`config.mk`:
```
export PLATFORM = sky130hd
export DESIGN_NAME = tcp_scan_host_tracker_core
export DESIGN_NICKNAME = d
export VERILOG_FILES = /design/src/hdl/tsht_pkg.sv /design/src/hdl/tsht_front.sv /design/src/hdl/tsht_back.sv /design/src/hdl/tcp_scan_host_tracker_core.sv
export VERILOG_INCLUDE_DIRS = /design/src /design/src/hdl
export SDC_FILE = /design/constraint.sdc
export NUM_CORES = 2
export LEC_CHECK = 0
export BUFFER_PORTS_ARGS = -buffer_cell sky130_fd_sc_hd__buf_2
export CORE_UTILIZATION = 59
export CTS_BUF_LIST = sky130_fd_sc_hd__clkbuf_8
export DETAILED_ROUTE_END_ITERATION = 12
export PLACE_DENSITY = 0.83
export SLEW_MARGIN = 10
export SYNTH_ARGS = -nofsm -noshare
export SYNTH_HDL_FRONTEND = slang
export SYNTH_SLANG_ARGS = --single-unit
export TNS_END_PERCENT = 20
```
`constraint.sdc`:
```
create_clock -name clk -period 10.55 [get_ports clk]
set_clock_uncertainty 0.2 [all_clocks]
set_input_delay 1.5825 -clock clk [delete_from_list [all_inputs] [get_ports clk]]
set_output_delay 1.5825 -clock clk [all_outputs]
set_load 0.02 [all_outputs]
```
`src/hdl/tcp_scan_host_tracker_core_defines.svh`:
```
// assertion macros for the tcp scan host tracker
// used by the top level, expects clk and arst_n in scope
`ifndef TCP_SCAN_HOST_TRACKER_CORE_DEFINES_SVH
`define TCP_SCAN_HOST_TRACKER_CORE_DEFINES_SVH
`ifndef SYNTH
`define TSHT_ASSERT(lbl, prop) \
	lbl: assert property (@(posedge clk) disable iff (!arst_n) prop) \
		else $error("assertion failed");
`define TSHT_NEVER(lbl, cond) \
	lbl: assert property (@(posedge clk) disable iff (!arst_n) !(cond)) \
		else $error("forbidden condition");
`else
`define TSHT_ASSERT(lbl, prop)
`define TSHT_NEVER(lbl, cond)
`endif
`endif

```
`src/hdl/tsht_pkg.sv`:
```
// shared types and constants of the tcp scan host tracker
// no dependencies
package tsht_pkg;
	localparam int TABLE_DEPTH  = 32;
	localparam int KEEP_ON_FULL = 20;
	localparam int IDX_W        = $clog2(TABLE_DEPTH);
	localparam int CNT_W        = $clog2(TABLE_DEPTH + 1);
	localparam int QUEUE_DEPTH  = 2;
	localparam int QPTR_W       = $clog2(QUEUE_DEPTH);
	localparam int QCNT_W       = $clog2(QUEUE_DEPTH + 1);
	localparam logic [7:0] FLAG_SYN    = 8'h02;
	localparam logic [7:0] FLAG_ACK    = 8'h10;
	localparam logic [7:0] FLAG_SYNACK = 8'h12;
	localparam logic [15:0] CNT_MAX    = 16'hffff;
	localparam logic [15:0] THR_RESET  = 16'd10;
	localparam logic [7:0]  RATIO_RESET = 8'd3;
	localparam logic REG_THRESHOLD = 1'b0;
	localparam logic REG_RATIO     = 1'b1;

	typedef enum logic [1:0] {
		K_SYN    = 2'd0,
		K_ACK    = 2'd1,
		K_SYNACK = 2'd2,
		K_TICK   = 2'd3
	} kind_t;

	typedef struct packed {
		kind_t       kind;
		logic [31:0] addr;
	} cmd_t;

	typedef struct packed {
		logic valid;
		cmd_t cmd;
	} cmd_if_t;

	typedef struct packed {
		logic        host_valid;
		logic [31:0] host_address;
		logic        scan_alert;
		logic        ratio_alert;
		logic [15:0] syn_total;
		logic [15:0] synack_total;
		logic        last;
	} result_t;
endpackage

```
`src/hdl/tsht_front.sv`:
```
// front end: classifies incoming words and queues table commands
// depends on tsht_pkg
module tsht_front import tsht_pkg::*; (
	input  logic        clk,
	input  logic        arst_n,
	input  logic        start,
	input  logic        command,
	input  logic [31:0] src_address,
	input  logic [31:0] dst_address,
	input  logic [7:0]  tcp_flags,
	output logic        busy,
	output cmd_if_t     head,
	input  logic        pop
);
	cmd_t              q_mem [QUEUE_DEPTH];
	logic [QPTR_W-1:0] wr_ptr_q, rd_ptr_q;
	logic [QCNT_W-1:0] cnt_q;
	logic              accept, push, do_pop;
	cmd_t              cls;
	logic              keep;

	assign busy   = (cnt_q == QCNT_W'(QUEUE_DEPTH));
	assign accept = start && !busy;

	always_comb begin
		cls.kind = K_TICK;
		cls.addr = dst_address;
		keep     = 1'b1;
		if (command) begin
			cls.kind = K_TICK;
		end else if (tcp_flags == FLAG_SYN) begin
			cls.kind = K_SYN;
			cls.addr = src_address;
		end else if (tcp_flags == FLAG_ACK) begin
			cls.kind = K_ACK;
		end else if (tcp_flags == FLAG_SYNACK) begin
			cls.kind = K_SYNACK;
		end else begin
			keep = 1'b0;
		end
	end

	assign push       = accept && keep;
	assign do_pop     = pop && (cnt_q != '0);
	assign head.valid = (cnt_q != '0);
	assign head.cmd   = q_mem[rd_ptr_q];

	always_ff @(posedge clk) begin
		if (push) q_mem[wr_ptr_q] <= cls;
	end

	always_ff @(posedge clk or negedge arst_n) begin
		if (!arst_n) begin
			wr_ptr_q <= '0;
			rd_ptr_q <= '0;
			cnt_q    <= '0;
		end else begin
			if (push) wr_ptr_q <= wr_ptr_q + 1'b1;
			if (do_pop) rd_ptr_q <= rd_ptr_q + 1'b1;
			if (push && !do_pop) cnt_q <= cnt_q + 1'b1;
			else if (!push && do_pop) cnt_q <= cnt_q - 1'b1;
		end
	end
endmodule

```
`src/hdl/tsht_back.sv`:
```
// back end: host table search, counter update and tick walk
// depends on tsht_pkg
module tsht_back import tsht_pkg::*; (
	input  logic        clk,
	input  logic        arst_n,
	input  cmd_if_t     head,
	output logic        pop,
	input  logic [15:0] scan_threshold,
	input  logic [7:0]  ratio_limit,
	output logic        res_strobe,
	output result_t     res
);
	typedef enum logic [3:0] {
		S_IDLE   = 4'b0001,
		S_SEARCH = 4'b0010,
		S_WALK   = 4'b0100,
		S_CLOSE  = 4'b1000
	} state_t;

	state_t           state_q;
	cmd_t             cur_q;
	logic [CNT_W-1:0] count_q, idx_q;
	logic             strobe_q;
	result_t          res_q;

	logic [31:0] addr_mem   [TABLE_DEPTH];
	logic [15:0] syn_mem    [TABLE_DEPTH];
	logic [15:0] prior_mem  [TABLE_DEPTH];
	logic [15:0] ack_mem    [TABLE_DEPTH];
	logic [15:0] synack_mem [TABLE_DEPTH];
	logic        scan_rep_mem  [TABLE_DEPTH];
	logic        ratio_rep_mem [TABLE_DEPTH];

	logic [IDX_W-1:0] idx, slot;
	logic             at_end, hit, nearly_full;
	logic [15:0]      syn_rd, sak_rd, prior_rd;
	logic [24:0]      prod;
	logic             sa, ra;

	assign idx         = idx_q[IDX_W-1:0];
	assign at_end      = (idx_q == count_q);
	assign hit         = !at_end && (addr_mem[idx] == cur_q.addr);
	assign nearly_full = (count_q >= CNT_W'(TABLE_DEPTH - 1));
	assign slot        = nearly_full ? IDX_W'(KEEP_ON_FULL) : count_q[IDX_W-1:0];
	assign syn_rd      = syn_mem[idx];
	assign sak_rd      = synack_mem[idx];
	assign prior_rd    = prior_mem[idx];
	assign prod        = ({1'b0, ratio_limit} + 9'd1) * sak_rd;
	assign sa = !scan_rep_mem[idx] && (prior_rd == '0) && (syn_rd > scan_threshold);
	assign ra = !ratio_rep_mem[idx] && (sak_rd != '0) && ({9'd0, syn_rd} >= prod);

	assign pop        = (state_q == S_IDLE) && head.valid;
	assign res_strobe = strobe_q;
	assign res        = res_q;

	always_ff @(posedge clk) begin
		unique case (state_q)
			S_SEARCH: begin
				if (hit) begin
					unique case (cur_q.kind)
						K_SYN:    if (syn_mem[idx] != CNT_MAX) syn_mem[idx] <= syn_mem[idx] + 16'd1;
						K_ACK:    if (ack_mem[idx] != CNT_MAX) ack_mem[idx] <= ack_mem[idx] + 16'd1;
						default:  if (synack_mem[idx] != CNT_MAX)
							synack_mem[idx] <= synack_mem[idx] + 16'd1;
					endcase
				end else if (at_end) begin
					addr_mem[slot]      <= cur_q.addr;
					prior_mem[slot]     <= '0;
					syn_mem[slot]       <= (cur_q.kind == K_SYN) ? 16'd1 : 16'd0;
					ack_mem[slot]       <= (cur_q.kind == K_ACK) ? 16'd1 : 16'd0;
					synack_mem[slot]    <= (cur_q.kind == K_SYNACK) ? 16'd1 : 16'd0;
					scan_rep_mem[slot]  <= 1'b0;
					ratio_rep_mem[slot] <= 1'b0;
				end
			end
			S_WALK: begin
				if (!at_end) begin
					if (!scan_rep_mem[idx]) prior_mem[idx] <= syn_rd;
					if (sa) scan_rep_mem[idx] <= 1'b1;
					if (ra) ratio_rep_mem[idx] <= 1'b1;
				end
			end
			default: ;
		endcase
	end

	always_ff @(posedge clk) begin
		if (pop) cur_q <= head.cmd;
		if (state_q == S_WALK) begin
			res_q.host_valid   <= 1'b1;
			res_q.host_address <= addr_mem[idx];
			res_q.scan_alert   <= sa;
			res_q.ratio_alert  <= ra;
			res_q.syn_total    <= syn_rd;
			res_q.synack_total <= sak_rd;
			res_q.last         <= 1'b0;
		end else begin
			res_q <= '{host_valid: 1'b0, host_address: '0, scan_alert: 1'b0,
				ratio_alert: 1'b0, syn_total: '0, synack_total: '0, last: 1'b1};
		end
	end

	always_ff @(posedge clk or negedge arst_n) begin
		if (!arst_n) begin
			state_q  <= S_IDLE;
			count_q  <= '0;
			idx_q    <= '0;
			strobe_q <= 1'b0;
		end else begin
			strobe_q <= 1'b0;
			unique case (state_q)
				S_IDLE: begin
					idx_q <= '0;
					if (head.valid) begin
						state_q <= (head.cmd.kind == K_TICK) ? S_WALK : S_SEARCH;
					end
				end
				S_SEARCH: begin
					if (hit) begin
						state_q <= S_IDLE;
					end else if (at_end) begin
						count_q <= nearly_full ? CNT_W'(KEEP_ON_FULL + 1) : count_q + 1'b1;
						state_q <= S_IDLE;
					end else begin
						idx_q <= idx_q + 1'b1;
					end
				end
				S_WALK: begin
					if (at_end) begin
						state_q <= S_CLOSE;
					end else begin
						strobe_q <= sa || ra;
						idx_q    <= idx_q + 1'b1;
					end
				end
				S_CLOSE: begin
					strobe_q <= 1'b1;
					state_q  <= S_IDLE;
				end
				default: state_q <= S_IDLE;
			endcase
		end
	end
endmodule

```
`src/hdl/tcp_scan_host_tracker_core.sv`:
```
// top level of the tcp scan host tracker: apb registers, front and back ends
// depends on tsht_pkg, tsht_front, tsht_back and the defines header
// a packet word searches the host table, one table entry compared per cycle
// a tick walks the host table, one entry walked per cycle, then the closing word
// a two-word queue lets start be taken while the table logic is working
// arst_n clears the host count, queue and registers; table contents need no clearing
`include "tcp_scan_host_tracker_core_defines.svh"
module tcp_scan_host_tracker_core import tsht_pkg::*; (
	input  logic        clk,
	input  logic        arst_n,
	input  logic        psel,
	input  logic        penable,
	input  logic        pwrite,
	input  logic [2:0]  paddr,
	input  logic [31:0] pwdata,
	output logic [31:0] prdata,
	output logic        pready,
	input  logic        start,
	output logic        busy,
	input  logic        command,
	input  logic [31:0] src_address,
	input  logic [31:0] dst_address,
	input  logic [7:0]  tcp_flags,
	output logic        strobe,
	output logic        host_valid,
	output logic [31:0] host_address,
	output logic        scan_alert,
	output logic        ratio_alert,
	output logic [15:0] syn_total,
	output logic [15:0] synack_total,
	output logic        last
);
	logic [15:0] threshold_q;
	logic [7:0]  ratio_q;
	cmd_if_t     head;
	logic        pop;
	result_t     res;

	assign pready = 1'b1;

	always_ff @(posedge clk or negedge arst_n) begin
		if (!arst_n) begin
			threshold_q <= THR_RESET;
			ratio_q     <= RATIO_RESET;
		end else if (psel && penable && pwrite) begin
			unique case (paddr[2])
				REG_THRESHOLD: threshold_q <= pwdata[15:0];
				REG_RATIO:     ratio_q     <= pwdata[7:0];
				default: ;
			endcase
		end
	end

	always_comb begin
		unique case (paddr[2])
			REG_THRESHOLD: prdata = {16'd0, threshold_q};
			REG_RATIO:     prdata = {24'd0, ratio_q};
			default:       prdata = '0;
		endcase
	end

	tsht_front u_front (
		.clk, .arst_n, .start, .command, .src_address, .dst_address, .tcp_flags,
		.busy, .head, .pop
	);

	tsht_back u_back (
		.clk, .arst_n, .head, .pop,
		.scan_threshold(threshold_q), .ratio_limit(ratio_q),
		.res_strobe(strobe), .res
	);

	assign host_valid   = res.host_valid;
	assign host_address = res.host_address;
	assign scan_alert   = res.scan_alert;
	assign ratio_alert  = res.ratio_alert;
	assign syn_total    = res.syn_total;
	assign synack_total = res.synack_total;
	assign last         = res.last;

	`TSHT_NEVER(a_last_with_host, strobe && last && host_valid)
	`TSHT_ASSERT(a_host_has_alert, strobe && host_valid |-> scan_alert || ratio_alert)
	`TSHT_ASSERT(a_close_ends_tick, strobe && last |=> !strobe)
endmodule
```
==> run metrics <==
Worst setup SP type=flop; clk buf depth=4; CORE AREA=191000 um^2; final setup margin=0.770 ns; final instance area=126000 um^2; outcome=finished clean; largest cells by area after synthesis=edfxtp_1 (72%), mux4_2 (10%), fa_1 (1.7%); Iteration-0 DRC Markers=9816; Highest Clock Rate=102 MHz; largest net degree at the start of global routing=124; unrepaired setup endpoints after global routing=false; die area=194000 um^2; DRC viols=0; Crit Path Class=flop to flop; clk sinks=2839; worst path required time=11.16 ns; Total GRT Usage=30.1%; # IOs=217; final net count=6838; clk slew on worst S/H paths=0.06 ns; Die Span X=440 um; leakage=41.1 nW; routed len/inst=31.1 um; Final GP Congestion=0.904; die height=440 um; drt pass-1 iters=7; row count=160; clk root buf=clkbuf_8; YS warnings=0; R2R Path Start=u_back.idx_q[0]; drt total wl=292000 um; Critical Path End Type=flop; worst-path maximum fanout=40; Seq/Total Area, Yosys=74.4%; H-tree depth=5; Setup TNS=0 ns; layout cell share with drive strength beyond 1=26.2%; area share of the largest cell type after synthesis=72.2%; GR Overflow Total=0; #FFs+latches synth=2839; worst setup path end=u_back.ratio_rep_mem[25]; Final Hold Viols=0; Setup violations, final=0; Hold Path Class=flop to flop; Mapped Cells=5945; WP data arrival=10.40 ns; post-CTS setup buffer count=0; CTS tree=yes; area grow syn2layout=11.3%; vias per inst=6.73; fin crit period=9.78 ns; Placed Area=118000 um^2; Initial Utilization=59.5%; post_cts resized=0; worst skew pair latency=1.16 ns; CP Buf/Inv Count=4; asr flop ratio synth=1.59%; r2r setup slk=0.77 ns; global-route wire length before repair=418000 um; maxcap violations=0; crit path from=u_back.idx_q[0]; Synth top cells by count=edfxtp_1 (2726), mux4_2 (514), nor2_1 (386), nand2_1 (205), mux2i_1 (182); total CTS buffers=432; RR Endpoint=u_back.ratio_rep_mem[25]; vias after detailed routing=63200; ratio of final minimum period to clock period=92.7%; initial antenna violation count=12; pwr dens=291 nW/um^2; Max Slew Vio Count=0; distinct cell type count after synthesis=85; ANT nets after route=0; port bufs=181; Post-synth EDFFs=2726; Yosys top cell by area=edfxtp_1; vias in the first global route=63800; count leader, synth=edfxtp_1; DP Worst Slack=0.867 ns; Slew @ Worst Pin=1.36 ns; Avg Synthesized Cell Area=19.1 um^2; overall power=36.8 mW; Max-Slew Margin vs Limit=9.41%; Hold-fix buffers, CTS=0; Worst path depth=29; final core utilization=66.2%; R2R depth=29; CP max-delay cell=dfrtp_4; Worst path max stage delay=0.96 ns; largest delay contributor family on the critical path=adder cells; cell area after synthesis=113000 um^2; cell with the most instances on the worst path=a21oi_1; Synth Flop Type=edfxtp_1; HPWL after DPL=167000 um; Max VDD drop=0.787 mV
metrics by stage:
step                cells  hold WS [ns]
floorplan            5960         0.255
global placement     8617         0.287
detailed placement   8617         0.295
CTS                  9382         0.310
global route         9385         0.318
finish               9387         0.307
power by group:
| group | switching [mW] | internal [mW] | leakage, nW |
|---|---|---|---|
| sequential | 0.711 | 14.2 | 24.9 |
| clock | 4.17 | 4.06 | 4.50 |
| combinational | 8.17 | 5.48 | 11.7 |
cell families (layout without fill, tap and decap cells):
group           after synthesis  count (layout)  synth area share (%)
other cells                   2              21               0.00662
simple gates               1086            1086                  4.67
flops                      2839            2839                  74.4
fa+ha+maj                   183             183                  2.67
mux                         805             805                  12.9
compound gates              481             481                  2.93
xor+xnor                     73              73                 0.564
buf+inv                     476            1388                  1.91
flip-flops by register name, indices dropped and copies added (netlist names):
| signal | flops |
|---|---|
| u_back.idx_q | 6 |
| u_back.synack_mem | 512 |
| u_back.syn_mem | 512 |
| u_back.ratio_rep_mem | 32 |
| u_back.cur_q | 34 |
| ratio_q | 8 |
| u_back.state_q | 4 |
| u_back.res | 68 |
| u_back.res_strobe | 1 |
| u_front.wr_ptr_q | 1 |
| u_front.cnt_q | 2 |
| u_front.q_mem | 68 |
| u_back.scan_rep_mem | 32 |
| u_back.count_q | 6 |
| u_back.prior_mem | 512 |
| u_back.addr_mem | 1024 |
| threshold_q | 16 |
| u_front.rd_ptr_q | 1 |
worst min-delay path by stage:
stage,depth (start not counted),startpoint,slack [ns],end
4_1_cts,1,threshold_q[15],0.31,threshold_q[15]
5_1_grt,1,threshold_q[15],0.32,threshold_q[15]
2_1_floorplan,1,u_front.wr_ptr_q,0.26,u_front.wr_ptr_q
3_3_place_gp,1,threshold_q[15],0.29,threshold_q[15]
3_5_place_dp,1,threshold_q[14],0.30,threshold_q[14]
6_report,1,threshold_q[12],0.31,threshold_q[12]
per-layer routing:
metal  track usage [%]  part of all wire, %
met5                 0                0.028
met4              14.7                  5.3
met3              7.54                   13
met2              47.7                   48
met1              39.3                   34
area by class of cell:
| type | instances | area (um^2) |
|---|---|---|
| Sequential cell | 2839 | 84400 |
| Inverter | 177 | 668 |
| Multi-Input combinational cell | 2645 | 27400 |
| Timing Repair Buffer | 446 | 2980 |
| Antenna cell | 4 | 10.0 |
| Clock inverter | 315 | 1450 |
| Tap cell | 2511 | 3140 |
| Fill cell | 11500 | 64400 |
| Clock buffer | 450 | 6190 |
worst reg2reg max path, delay by kind of cell, from the launching register on:
family	cells	cell delay [ns]
XOR/XNOR	1	0.10
multiplexers	2	1.04
adder cells (fa/ha/maj)	6	2.66
AO/OA/AOI/OAI	9	2.04
AND/OR/NAND/NOR	7	1.25
flip-flops	1	0.96
buffers and inverters	4	1.29
placed cells by master, fill, tap and decap left out, drive strengths merged, types with 13 or more instances in the layout:
cell type / n
fa: 99
edfxtp: 2726
nand2: 205
and3: 19
mux2i: 182
xnor2: 43
o221ai: 21
or4: 22
clkinv: 148
dfrtp: 40
mux4: 514
o22ai: 40
a31oi: 15
conb: 17
clkbuf: 450
buf: 446
o21a: 13
mux2: 109
or2: 34
nor4: 113
nor3: 51
inv: 335
a21oi: 100
nand3: 84
nor2: 386
nand4: 37
and2: 24
a211oi: 15
o21ai: 72
o41ai: 29
a22o: 17
ha: 84
a21o: 29
nand3b: 13
nor2b: 28
xor2: 30
nand2b: 23
a22oi: 46
dfxtp: 68
No activity file was read; power rests on OpenSTA's default activity.
